<file path="config.mk">
export PLATFORM = sky130hd
export DESIGN_NAME = five_tuple_packet_filter
export DESIGN_NICKNAME = d
export VERILOG_FILES = /design/src/rtl/fpf_pkg.sv /design/src/rtl/five_tuple_packet_filter.sv /design/src/rtl/fpf_rule_ram.sv
export SDC_FILE = /design/constraint.sdc
export NUM_CORES = 2
export LEC_CHECK = 0
export ABC_CLOCK_PERIOD_IN_PS = 9680
export BUFFER_PORTS_ARGS = -buffer_cell sky130_fd_sc_hd__buf_4
export CORE_AREA = 5 5 463 465
export DETAILED_ROUTE_END_ITERATION = 6
export DIE_AREA = 0 0 468 470
export GPL_TIMING_DRIVEN = 0
export HOLD_SLACK_MARGIN = 0.15
export PLACE_DENSITY_LB_ADDON = 0.1
export SLEW_MARGIN = 20
export SYNTH_ARGS = -nofsm -noshare
export SYNTH_HDL_FRONTEND = slang
export SYNTH_SLANG_ARGS = --single-unit
</file>
<file path="constraint.sdc">
create_clock -name clk -period 9.68 [get_ports clk]
set_input_delay 0 -clock clk [delete_from_list [all_inputs] [get_ports clk]]
set_output_delay 0 -clock clk [all_outputs]
set_load 0.005 [all_outputs]
</file>
<file path="src/rtl/fpf_pkg.sv">
package fpf_pkg;

  localparam int RULE_SLOTS = 16;
  localparam int SLOT_W = $clog2(RULE_SLOTS);

  // Item kinds on the input tuser
  localparam logic [1:0] OP_FRAME_BYTE = 2'd0;
  localparam logic [1:0] OP_WRITE_RULE = 2'd1;
  localparam logic [1:0] OP_READ_COUNT = 2'd2;
  localparam logic [1:0] OP_RESERVED = 2'd3;

  // Frame classes
  localparam logic [1:0] CLS_NOT_IPV4 = 2'd0;
  localparam logic [1:0] CLS_MALFORMED = 2'd1;
  localparam logic [1:0] CLS_RULES = 2'd2;

  // Counter indexes
  localparam logic [1:0] CNT_PROCESSED = 2'd0;
  localparam logic [1:0] CNT_INVALID = 2'd1;
  localparam logic [1:0] CNT_PASSED = 2'd2;
  localparam logic [1:0] CNT_DROPPED = 2'd3;

  localparam logic [7:0] PROTO_TCP = 8'd6;
  localparam logic [7:0] PROTO_UDP = 8'd17;

  typedef struct packed {
    logic [31:0] src_ip;
    logic [31:0] dst_ip;
    logic [15:0] source_port;
    logic [15:0] dst_port;
    logic [7:0]  protocol;
    logic        drop;
  } rule_t;

endpackage

</file>
<file path="src/rtl/five_tuple_packet_filter.sv">
// channel | dir | tuser       | tlast      | tdata
// s_*     | in  | opcode      | frame_last | frame byte, rule write fields, counter_select
// m_*     | out | result_kind | -          | verdict fields, counter_value
//
// A last frame byte of a well-formed IPv4 frame starts a rule scan: one
// slot read from the rule RAM per cycle, each slot compared against the
// frame once its registered RAM output arrives.
// Other results appear the cycle after the item is accepted.
// Reset clears the rule enable bits, the byte position and all counters.
// Input is held off while a scan runs or while a result waits and cannot leave.
module five_tuple_packet_filter
  import fpf_pkg::*;
(
  input  logic         clk,
  input  logic         rst,
  input  logic         s_tvalid,
  output logic         s_tready,
  // [7:0] frame_byte, [11:8] rule_slot, [43:12] rule_src_ip, [75:44] rule_dst_ip,
  // [91:76] rule source port, [107:92] rule_dst_port, [115:108] rule_protocol,
  // [116] rule_enabled, [117] rule_drop, [119:118] counter_select
  input  logic [119:0] s_tdata,
  input  logic         s_tlast,
  input  logic [1:0]   s_tuser,   // opcode
  output logic         m_tvalid,
  input  logic         m_tready,
  // [0] drop_frame, [2:1] frame_class, [3] rule_hit, [7:4] hit_slot,
  // [71:8] counter_value
  output logic [71:0]  m_tdata,
  output logic         m_tuser    // result_kind
);

  localparam logic ST_IDLE = 1'b0;
  localparam logic ST_SCAN = 1'b1;

  logic state;
  logic acc;
  logic [10:0] pos;
  logic [11:0] len;
  logic [7:0] byte_in;

  // Header fields picked off as bytes stream past
  logic [15:0] ethertype;
  logic [3:0]  ihl;
  logic [7:0]  proto;
  logic [31:0] sip, dip;
  logic [15:0] sport, dport;

  logic [63:0] cnt [4];

  logic [SLOT_W:0]   sc;
  logic              qv;
  logic [SLOT_W-1:0] qslot;
  rule_t             rq;
  logic              ren_q;
  rule_t             wrule;

  assign acc = s_tvalid && s_tready;
  assign s_tready = (state == ST_IDLE) && (!m_tvalid || m_tready);
  assign byte_in = s_tdata[7:0];
  assign len = {1'b0, pos} + 12'd1;

  assign wrule.src_ip = s_tdata[43:12];
  assign wrule.dst_ip = s_tdata[75:44];
  assign wrule.source_port = s_tdata[91:76];
  assign wrule.dst_port = s_tdata[107:92];
  assign wrule.protocol = s_tdata[115:108];
  assign wrule.drop = s_tdata[117];

  fpf_rule_ram u_rules (
    .clk     (clk),
    .rst     (rst),
    .we      (acc && s_tuser == OP_WRITE_RULE),
    .waddr   (s_tdata[8 +: SLOT_W]),
    .wdata   (wrule),
    .wen_bit (s_tdata[116]),
    .raddr   (sc[SLOT_W-1:0]),
    .rdata   (rq),
    .ren_bit (ren_q)
  );

  // Transport header offset; at byte 14 the IHL is the byte itself
  logic [11:0] th_cur, th_reg;
  assign th_cur = (pos == 11'd14) ? 12'd14 + {6'd0, byte_in[3:0], 2'b00} : th_reg;
  assign th_reg = 12'd14 + {6'd0, ihl, 2'b00};

  always_ff @(posedge clk) begin
    if (acc && s_tuser == OP_FRAME_BYTE) begin
      if (pos == 11'd12) ethertype[15:8] <= byte_in;
      if (pos == 11'd13) ethertype[7:0] <= byte_in;
      if (pos == 11'd14) ihl <= byte_in[3:0];
      if (pos == 11'd23) proto <= byte_in;
      if (pos == 11'd26) sip[31:24] <= byte_in;
      if (pos == 11'd27) sip[23:16] <= byte_in;
      if (pos == 11'd28) sip[15:8] <= byte_in;
      if (pos == 11'd29) sip[7:0] <= byte_in;
      if (pos == 11'd30) dip[31:24] <= byte_in;
      if (pos == 11'd31) dip[23:16] <= byte_in;
      if (pos == 11'd32) dip[15:8] <= byte_in;
      if (pos == 11'd33) dip[7:0] <= byte_in;
      if (pos >= 11'd14) begin
        if ({1'b0, pos} == th_cur) sport[15:8] <= byte_in;
        if ({1'b0, pos} == th_cur + 12'd1) sport[7:0] <= byte_in;
        if ({1'b0, pos} == th_cur + 12'd2) dport[15:8] <= byte_in;
        if ({1'b0, pos} == th_cur + 12'd3) dport[7:0] <= byte_in;
      end
    end
  end

  // Classification of the frame at its last byte, using captured fields
  // plus the incoming byte where it is part of the needed header
  logic [15:0] et_f;
  logic [7:0]  pr_f;
  logic        is_tu;
  logic [11:0] need;
  always_comb begin
    et_f = (pos == 11'd13) ? {ethertype[15:8], byte_in} : ethertype;
    pr_f = proto;
    is_tu = (pr_f == PROTO_TCP) || (pr_f == PROTO_UDP);
    need = (pr_f == PROTO_TCP) ? 12'd20 : 12'd8;
  end

  logic [1:0] early_cls;
  logic       go_scan;
  always_comb begin
    go_scan = 1'b0;
    priority if (len < 12'd14) early_cls = CLS_MALFORMED;
    else if (et_f != 16'h0800) early_cls = CLS_NOT_IPV4;
    else if (len < 12'd34) early_cls = CLS_MALFORMED;
    else if (is_tu && (th_reg + need > len)) early_cls = CLS_MALFORMED;
    else begin
      early_cls = CLS_RULES;
      go_scan = 1'b1;
    end
  end

  // Ports are zero for protocols without a port header
  logic [15:0] sp_m, dp_m;
  logic        match;
  assign sp_m = is_tu ? sport : 16'd0;
  assign dp_m = is_tu ? dport : 16'd0;
  assign match = ren_q
    && (rq.src_ip == 32'd0 || rq.src_ip == sip)
    && (rq.dst_ip == 32'd0 || rq.dst_ip == dip)
    && (rq.source_port == 16'd0 || rq.source_port == sp_m)
    && (rq.dst_port == 16'd0 || rq.dst_port == dp_m)
    && (rq.protocol == 8'd0 || rq.protocol == pr_f);

  logic frame_done;
  assign frame_done = acc && s_tuser == OP_FRAME_BYTE && s_tlast;

  always_ff @(posedge clk) begin
    if (rst) begin
      state <= ST_IDLE;
      pos <= '0;
      m_tvalid <= 1'b0;
      sc <= '0;
      qv <= 1'b0;
      for (int i = 0; i < 4; i++) cnt[i] <= '0;
    end else begin
      if (m_tvalid && m_tready) m_tvalid <= 1'b0;
      unique case (state)
        ST_IDLE: begin
          if (acc && s_tuser == OP_FRAME_BYTE) begin
            if (s_tlast) begin
              pos <= '0;
            end else if (pos != 11'h7FF) begin
              pos <= pos + 11'd1;
            end
          end
          if (frame_done) begin
            if (go_scan) begin
              // Hold the verdict until the scan settles
              state <= ST_SCAN;
              sc <= '0;
              qv <= 1'b0;
            end else begin
              m_tvalid <= 1'b1;
              m_tuser <= 1'b0;
              m_tdata <= {64'd0, 4'd0, 1'b0, early_cls, 1'b0};
              cnt[CNT_PROCESSED] <= cnt[CNT_PROCESSED] + 64'd1;
              if (early_cls == CLS_MALFORMED) cnt[CNT_INVALID] <= cnt[CNT_INVALID] + 64'd1;
              else cnt[CNT_PASSED] <= cnt[CNT_PASSED] + 64'd1;
            end
          end else if (acc && s_tuser == OP_READ_COUNT) begin
            m_tvalid <= 1'b1;
            m_tuser <= 1'b1;
            m_tdata <= {cnt[s_tdata[119:118]], 8'd0};
          end
        end
        ST_SCAN: begin
          // Advance the read address one slot a cycle; compare that slot in the next cycle
          qv <= (sc < (SLOT_W+1)'(RULE_SLOTS));
          qslot <= sc[SLOT_W-1:0];
          if (sc < (SLOT_W+1)'(RULE_SLOTS)) sc <= sc + 1'b1;
          if (qv && (match || qslot == SLOT_W'(RULE_SLOTS - 1))) begin
            state <= ST_IDLE;
            qv <= 1'b0;
            m_tvalid <= 1'b1;
            m_tuser <= 1'b0;
            cnt[CNT_PROCESSED] <= cnt[CNT_PROCESSED] + 64'd1;
            if (match) begin
              m_tdata <= {64'd0, 4'(qslot), 1'b1, CLS_RULES, rq.drop};
              if (rq.drop) cnt[CNT_DROPPED] <= cnt[CNT_DROPPED] + 64'd1;
              else cnt[CNT_PASSED] <= cnt[CNT_PASSED] + 64'd1;
            end else begin
              m_tdata <= {64'd0, 4'd0, 1'b0, CLS_RULES, 1'b0};
              cnt[CNT_PASSED] <= cnt[CNT_PASSED] + 64'd1;
            end
          end
        end
        default: state <= ST_IDLE;
      endcase
    end
  end

  a_scan_blocks_input: assert property (@(posedge clk) disable iff (rst)
    (state == ST_SCAN) |-> !s_tready) else $error("input taken during scan");

  a_compare_only_in_scan: assert property (@(posedge clk) disable iff (rst)
    qv |-> (state == ST_SCAN)) else $error("compare outside scan");

  a_no_hit_slot_zero: assert property (@(posedge clk) disable iff (rst)
    (m_tvalid && !m_tuser && !m_tdata[3]) |-> (m_tdata[7:4] == 4'd0))
    else $error("slot reported without hit");

endmodule

</file>
<file path="src/rtl/fpf_rule_ram.sv">
module fpf_rule_ram
  import fpf_pkg::*;
(
  input  logic              clk,
  input  logic              rst,
  input  logic              we,
  input  logic [SLOT_W-1:0] waddr,
  input  rule_t             wdata,
  input  logic              wen_bit,
  input  logic [SLOT_W-1:0] raddr,
  output rule_t             rdata,
  output logic              ren_bit
);

  rule_t mem [RULE_SLOTS];
  logic [RULE_SLOTS-1:0] enabled;

  always_ff @(posedge clk) begin
    if (we) begin
      mem[waddr] <= wdata;
    end
    rdata <= mem[raddr];
  end

  // Enable bits reset to zero so every slot starts disabled
  always_ff @(posedge clk) begin
    if (rst) begin
      enabled <= '0;
      ren_bit <= 1'b0;
    end else begin
      if (we) begin
        enabled[waddr] <= wen_bit;
      end
      ren_bit <= enabled[raddr];
    end
  end

endmodule
</file>
==> results.cfg <==
[clocking]
clock_tree.buffer_depth = 3
cts.sinks = 2278
cts_hold_repair.buffers = 257
postCtsSetupBuffers = 0
clockRootBuffer = clkbuf_16
htreeDepth = 4
cts_tree = built
cts-resized-gates = 0
clk_latency_ps = 870
cts_buffers = 230
clk_pin_slew_worst_paths_ps = 60

[grt]
grt_start_max_net_pins = 43
grt_pass1_vias = 50700
grt_antenna_before_repair = 39
grtUsageTotal_pct = 22.7
overflow = 0
grt_pass1_wl_microns = 363000

[power_and_ir_drop]
irDropWorstVdd_v = 0.000197
p_per_area_mw_per_mm2 = 186
p_leak_nw = 34.9

[synth]
synth-main-ff-cell = edfxtp_1
syn_avg_cell_area_sq_um = 18.9
syn_area_sq_mm = 0.0915
syn_inst = 4848
syn-num-nets = 5000
synth_cell_types = 75
synth-edff-count = 2073
synth-seq-area-share_pct = 72.5
synth-seq-cells = 2278
synthArstFlopShare_pct = 0
yosysWarnings = 0

[placement]
gp_congestion = 0.848
io_buffers = 198
dp_slack_ps = 3220
place.detailed.hpwl_microns = 168000
dpl.cell_count = 8046

[sta]
finalMaxSlewViolations = 0
final-setup-viol-count = 0
finClkSkew_ps = 34.4
fin_crit_sh_pct = 66.3
maxSlewHeadroom_pct = 25.0
tightest_slew_ps = 1120
period_minus_slack_ps = 6420
rsz0062_at_grt = no
worst_slack_ps = 3260
setup_tns_ps = 0
hold_viol = 0
max_freq_mhz = 156

[finish]
fin_nets = 5882
final_cells = 8767
mostFrequentLayoutCell = edfxtp_1
multi_input_area_sq_mm = 0.0242
final_cell_mix = edfxtp_1, mux4_2, buf_4
synthToLayoutAreaGrowth_pct = 20.7
regArea_sq_mm = 0.0664
layout-drive-gt1-share_pct = 25.1
nFillCells = 16700

[run_status]
status = finished, final reports clean

[worst_setup_path]
path_max_fanout = 10
critPathLaunchType = register
timing.critical_path.arrival_ps = 6990
crit_type = reg2reg
cp-end-kind = register
cp_data_required_time_ps = 10250

[route]
wl_per_cell_microns = 28.6
post-route-drc-count = 0
final_antenna_net_count = 0
vias_per_cell = 5.73
vias = 50200
drtPass1Iterations = 6
wirelength_microns = 251000
drt_iter0_markers = 5345

[flow_run]
maxCapViolCount = 0

[floorplan]
top_level_ports = 202
fp-row-count = 168
die_x_microns = 468
dieArea_sq_mm = 0.220
core_area_sq_mm = 0.209
die_h_microns = 470
initial_utilization_pct = 43.8

[worst_hold_path]
hp-class = in2reg
through the flow:
stage,instance area [sq um],util [%],hold slack (ps),power [mW]
after floorplan,91500,-,98.9,11.2
after global placement,96500,46.1,295,11.5
after detailed placement,100000,47.8,303,11.5
after CTS,110000,52.8,151,20.7
after global routing,110000,52.8,177,21.2
final,110000,52.8,219,20.5
layout make-up:
class,instances,area share [%]
diodes,25,0.0566
clock inverters,148,1.49
inverters,49,0.166
plain buffers,255,0.967
flip-flops and latches,2278,60.1
well taps,2805,3.18
multi-input cells,2266,21.9
clock buffers,291,5.57
repair buffers,650,6.64
layer usage:
layer	routed length, microns	track usage, %	vias up
met2	123000	37.1	1698
li1	-	-	21600
met5	70	0	-
met4	6110	6.06	10
met3	15400	3.31	306
met1	107000	32.2	26500
sequential cells by signal, summed over array words and instances, names as in the netlist, 5 cells and up:
signal and cells:
u_rules.rdata 105, sc 5, m_tdata 72, sport 16
u_rules.enabled 16, sip 32, cnt 256, dport 16
pos 11, pr_f 8, u_rules.mem 1680, dip 32
ethertype 16
report_power, final:
part           leakage [nW]  total (mW)  internal, mW  switching (mW)
logic                  10.4       0.509         0.218           0.291
registers              20.6        10.9          10.8          0.0559
clock network          3.80        9.14          5.31            3.83
path summary, 6_finish.rpt:
kind	startpoint	endpoint	slack (ps)	cells after the start
hold reg to reg	sc[3]	qslot[3]	420	0
hold / removal	s_tdata[1]	sip[25]	220	3
setup reg to reg	pr_f[3]	cnt[0][59]	3260	20
setup / recovery	pr_f[3]	cnt[0][59]	3260	20
Yosys cell counts (all sizes together), types with 25 or more instances:
library cell     n  area [sq um]
edfxtp        2073         62200
and3           124           776
inv             49           184
nor2           224           841
o21ai           37           185
clkbuf         202           758
nand2          161           604
a21oi          169           846
buf             53           244
or2             39           244
nor4            56           397
xor2           121          1060
nand4           78           488
xnor2          176          1540
and4            25           219
o41ai           33           289
nor3            42           210
nand3          105           526
mux4           594         13400
o311ai          35           307
dfxtp          205          4100
cell families (layout without fill, tap and decap cells):
family	Yosys count	after routing	synth area share, %
xor+xnor	297	297	2.84
other cells	0	25	0
buf+inv	304	1393	1.30
flops	2278	2278	72.5
mux	625	625	15.0
compound gates	358	358	2.51
simple gates	961	961	5.53
fa+ha+maj	25	25	0.350
worst max-delay path: stages, from the launching register on:
cell      delay (ps)
edfxtp_1         450
nor4_4           580
clkbuf_1         490
and2_1           370
ha_1             200
inv_1             50
fa_1             400
inv_1             70
a21oi_1           60
nor2_1           110
xnor2_1          130
ha_1             260
nand4_1          130
a21oi_1           70
o31a_1           290
o21ai_0          340
nand2_1          130
a32oi_1          340
clkbuf_1         820
clkbuf_1         650
a21oi_1          140
Note: power is estimated with default switching activity, not from simulation.
